## config.mk

```make
export PLATFORM = sky130hd
export DESIGN_NAME = sgrb_ctrl
export DESIGN_NICKNAME = d
export VERILOG_FILES = /design/src/hdl/sgrb_pkg.sv /design/src/hdl/sgrb_ctrl.sv
export SDC_FILE = /design/constraint.sdc
export NUM_CORES = 1
export LEC_CHECK = 0
export ABC_CLOCK_PERIOD_IN_PS = 1400
export BUFFER_PORTS_ARGS = -buffer_cell sky130_fd_sc_hd__buf_2
export CORE_AREA = 4 4 41 43
export DETAILED_ROUTE_END_ITERATION = 10
export DIE_AREA = 0 0 45 47
export PLACE_DENSITY = 0.35
export SYNTH_ARGS = -nofsm -noshare
export SYNTH_HDL_FRONTEND = slang
export SYNTH_SLANG_ARGS = --single-unit
export TNS_END_PERCENT = 20
```

## constraint.sdc

```tcl
create_clock -name i_clk -period 1.4 [get_ports i_clk]
set_clock_uncertainty 0.05 [all_clocks]
set_input_delay 0.07 -clock i_clk [delete_from_list [all_inputs] [get_ports i_clk]]
set_output_delay 0.07 -clock i_clk [all_outputs]
set_load 0.03 [all_outputs]
```

## src/hdl/sgrb_pkg.sv

```systemverilog
// Shared types and constants of the scaled glyph row blitter.
package sgrb_pkg;

    localparam int GLYPH_COLS = 8;
    localparam int MASK_W     = 32;
    localparam int CFG_W      = 13;
    localparam int CFG_IDX_W  = 2;
    localparam int COORD_W    = 13;
    localparam int ADDR_W     = 25;
    localparam int COLOR_W    = 32;
    localparam int SCALE_W    = 3;

    localparam logic [CFG_IDX_W-1:0] CFG_SCREEN_WIDTH  = 2'd0;
    localparam logic [CFG_IDX_W-1:0] CFG_SCREEN_HEIGHT = 2'd1;
    localparam logic [CFG_IDX_W-1:0] CFG_ROW_PITCH     = 2'd2;
    localparam logic [CFG_IDX_W-1:0] CFG_GLYPH_SCALE   = 2'd3;

    localparam logic ACT_LOAD = 1'b0;
    localparam logic ACT_DRAW = 1'b1;

    typedef enum logic [1:0] {
        ST_IDLE,
        ST_SETUP,
        ST_EMIT
    } t_state;

    typedef struct packed {
        logic load;     // write one font row byte
        logic capture;  // latch the fields of a draw request
        logic start;    // set up counters, address and column clip, fetch row 0
        logic emit;     // load one row write into the output register
    } t_cmd;

    typedef struct packed {
        logic out_free;  // output register can take a row this cycle
        logic last;      // current row is the final one of the character
    } t_status;

endpackage

```

## src/hdl/sgrb_ctrl.sv

```systemverilog
// Controller state machine of the glyph blitter: sequences load and draw requests.
module sgrb_ctrl
    import sgrb_pkg::*;
(
    input  logic    i_clk,
    input  logic    i_rst_n,
    input  logic    i_valid,
    input  logic    i_action,
    input  t_status i_status,
    output logic    o_stall,
    output t_cmd    o_cmd
);

    t_state r_state;
    t_state n_state;

    always_ff @(posedge i_clk) begin
        if (!i_rst_n) begin
            r_state <= ST_IDLE;
        end else begin
            r_state <= n_state;
        end
    end

    always_comb begin
        n_state = r_state;
        unique case (r_state)
            ST_IDLE: begin
                if (i_valid && i_action == ACT_DRAW) begin
                    n_state = ST_SETUP;
                end
            end
            ST_SETUP: begin
                n_state = ST_EMIT;
            end
            ST_EMIT: begin
                if (i_status.out_free && i_status.last) begin
                    n_state = ST_IDLE;
                end
            end
            default: begin
                n_state = ST_IDLE;
            end
        endcase
    end

    always_comb begin
        o_stall = 1'b1;
        o_cmd   = '0;
        unique case (r_state)
            ST_IDLE: begin
                o_stall       = 1'b0;
                o_cmd.load    = i_valid && i_action == ACT_LOAD;
                o_cmd.capture = i_valid && i_action == ACT_DRAW;
            end
            ST_SETUP: begin
                o_cmd.start = 1'b1;
            end
            ST_EMIT: begin
                o_cmd.emit = i_status.out_free;
            end
            default: begin
                o_stall = 1'b1;
            end
        endcase
    end

endmodule

```

== Word-level counts from Yosys, hierarchy flattened ==
Cells that the tools add are included.

* Output and inout bits: 5
* Word-level logic and storage cells: 18
* Bits of input ports: 6
* Register bits: 2

* Bitwise operators: 1
* Equality and inequality tests: 4
* Mux-type cells: 7
* Reductions and logical operators: 5

{| class="wikitable"
|+ Operators with widths
! kind !! number
|-
| $mux 2 || 3
|-
| $pmux 2 s3 || 1
|-
| $ne 2x2->1 const B || 2
|-
| $logic_and 1x1->1 || 3
|-
| $mux 1 || 3
|-
| $eq 2x1->1 const B || 1
|-
| $eq 2x2->1 const B || 1
|-
| $logic_not 2->1 || 1
|-
| $reduce_and 2->1 || 1
|-
| $not 1->1 || 1
|}

== Longest topological paths before layout ==
* Word-level depth: 3
* Depth in mapped cells: 3
* Gate-level depth less buffers: 3

== Worst setup path after synthesis ==
OpenSTA, ideal clock, no wires.

* Path type: reg-to-output
* Start point: register r_state[0]
* End point: output o_cmd[3] in the netlist's numbering
* Setup slack: 0.391 ns
* Required time: 1.280 ns
* Stages on the path, launching flop included: 4
* Data arrival time: 0.889 ns
* Buffers on the path: 0
* Cell sequence: dfxtp_1 > nor2_2 > nand2_1 > nor2_1

{| class="wikitable"
|+ RTL lines
! element !! line !! text
|-
| from (decl) || sgrb_ctrl.sv:14 || <nowiki>t_state r_state;</nowiki>
|-
| from (signal assigned) || sgrb_ctrl.sv:21 || <nowiki>r_state <= n_state;</nowiki>
|-
| to (decl) || sgrb_ctrl.sv:11 || <nowiki>output t_cmd o_cmd</nowiki>
|}

==> results.md <==
* Run status: finished clean
* Critical path, cell by cell: nor2_2 -> and3_4 -> buf_2
* Global-route wire length before repair at about 500 um
* Worst hold path stage count at 2
* Clk sink count at 2
* Crit start category: flip-flop
* Final hold viol count at 0
* Largest net degree at the start of global routing at 4
* Die Y at about 47 um
* Area Growth Syn to Fin at 72.83%
* Ant diodes at 0
* RR Endpoint: r_state[0]
* Largest register by flop count: r_state
* DP HPWL at between 200 and 250 um
* Slew Limit Fails at 0
* GRT Total Usage at 4.098%
* Via density per instance at between 3 and 4
* # hold bufs at CTS at 0
* Register bit total from synthesis at 2
* Final instance area at approximately 200 um2
* Worst slew pin tran at 161.5 ps
* CP endpoint kind: output pin
* Final-report setup violation count at 0
* Sequential area share after synthesis at around a third
* GPL Wtd Cong at ~0.6
* Vias in the first global route at around 130
* Hold crit path type: input pin to flip-flop
* CTS Buf Count at 3
* Port Buffers at 10
* Initial Util at slightly below 9%
* Dpl cell area at 176.4 um2
* Post-CTS Resized at 0
* CP bufs+invs at 1
* Peak VDD IR at 0.0003455 V
* Worst R2R Setup Slack at around 520 ps
* Data arrival time of the worst path at between 1000 and 1500 ps
* Setup TNS at 0 ps
* Routed len/inst at between 6 and 7 um
* CTS Root Cell: clkbuf_4
* Crit path largest cell delay at 310 ps
* Max Freq at ~840 MHz
* Final worst path period share at between 80% and 90%
* Net count after synthesis at 21
* Largest fanout on the critical path at 3
* Worst path slowest cell: dfxtp_1
* H-tree depth at 1
* Die Wd at approximately 45 um
* Synth Warn # at 0
* Core footprint at 1301 um2
* FILL cells at ~160
* Antenna Nets Post-Route at 0
* CTS tree: built
* Top flop regs: r_state: 2 flops
* Max cap viols at 0
* Most frequent cells in the layout: buf_2, clkbuf_4, inv_1, nor2_1, dfxtp_1
* Power per cell area at 1173 nW/um2
* Commonest non-fill, non-tap cell in the layout: buf_2
* GRT overflow at 0
* P_leak at about 0.12 nW
* Buffers from clock root to sink, at most at 2
* Syn avg cell area at roughly 7.7 um2
* Initial antenna violation count at 0
* Delay-heaviest family, CP: simple AND/OR/NAND/NOR gates
* DR iter-0 viols at 1
* DRC errors left at 0
* Worst Path Required at approximately 1300 ps
* Setup Buffers After CTS at 0
* R2R cell count at 3
* # IOs at 11
* Min-delay src: i_rst_n
* Std-Cell Rows at 13
* Fin crit period at 1192 ps
* Later-pin clock latency in the skew report at 220 ps
* Worst r2r src: r_state[1]
* Max FFs per register at 2
* Normalized max-slew margin at about nine tenths
* Setup CP Type: flip-flop to output pin
* Vias at between 100 and 150
* Total die area at roughly 2100 um2
* Drt pass-1 iters at 2
* Yosys cell types at 12
* RSZ-0062 raised after global routing: false
* Total routed wirelength at ~280 um
* Nets at 35
* Clk pin slew, worst setup/hold paths at approximately 30 ps
* Mapped Cells at 15
* Mapped Area at roughly 120 um2
* Worst Hold Path EP: r_state[1]
* Layout cell share with drive strength beyond 1 at around 56%
cell type report:
class / instances / area [um2] / area share (%)
multi-input cells: 10 / 60.06 / 30.19
repair buffers: 10 / 50.05 / 25.16
flip-flops and latches: 2 / 40.04 / 20.13
clock buffers: 3 / 22.52 / 11.32
well taps: 15 / 18.77 / 9.434
inverters: 2 / 7.507 / 3.774
cells by family after synthesis:
logic type             share of synthesized area (%)
buffers and inverters                          13.05
DFF                                            34.78
AOI/OAI and AO/OA                              10.87
and+or+nand+nor                                41.32
how the worst max path moves through the flow:
| stage | start | to | slack, ps | depth (start not counted) |
|---|---|---|---|---|
| after CTS | r_state[0] | o_cmd[2] | 190 | 3 |
| after floorplan | r_state[0] | o_cmd[3] | 390 | 3 |
| after global routing | r_state[0] | o_cmd[2] | 140 | 3 |
| final | r_state[0] | o_cmd[2] | 210 | 3 |
| after global placement | r_state[0] | o_cmd[2] | 440 | 3 |
| after detailed placement | r_state[0] | o_cmd[2] | 430 | 3 |
through the flow:
stage,power [mW],setup WS (ps),std cells,utilization (%),hold slack [ps]
4_1_cts,0.2418,191.5,42,15.29,16.66
3_3_place_gp,0.1090,437.2,39,13.56,252.2
2_1_floorplan,0.09348,391.1,15,-,137.5
5_1_grt,0.2565,136.0,42,15.29,20.66
3_5_place_dp,0.1087,431.3,39,13.56,252.7
6_report,0.2334,207.5,42,15.29,17.12
routing by layer:
metal  vias to the layer above  track usage, %  routed length, um
li1                         70               -                  -
met1                        44           4.063                128
met2                        13           3.107                 66
met3                         0           6.513                 87
met5                         -               0                  0
met4                         0           3.509                  0
cells in the mapped netlist (all sizes together):
cell type / n / area, um2
nor2b: 1 / 6.260
nor2: 3 / 13.77
o21a: 1 / 7.510
and2: 1 / 6.260
and3: 1 / 11.26
a21oi: 1 / 5.000
buf: 1 / 7.510
nand2: 1 / 3.750
dfxtp: 2 / 40.04
inv: 2 / 7.510
nand2b: 1 / 6.260
report_power, final:
part | switching (mW) | leakage (nW) | internal [mW]
Clock | 0.0316 | 0.0138 | 0.0945
Sequential | 0.00182 | 0.0163 | 0.0600
Combinational | 0.0279 | 0.0851 | 0.0176
Note: power is estimated with default switching activity, not from simulation.
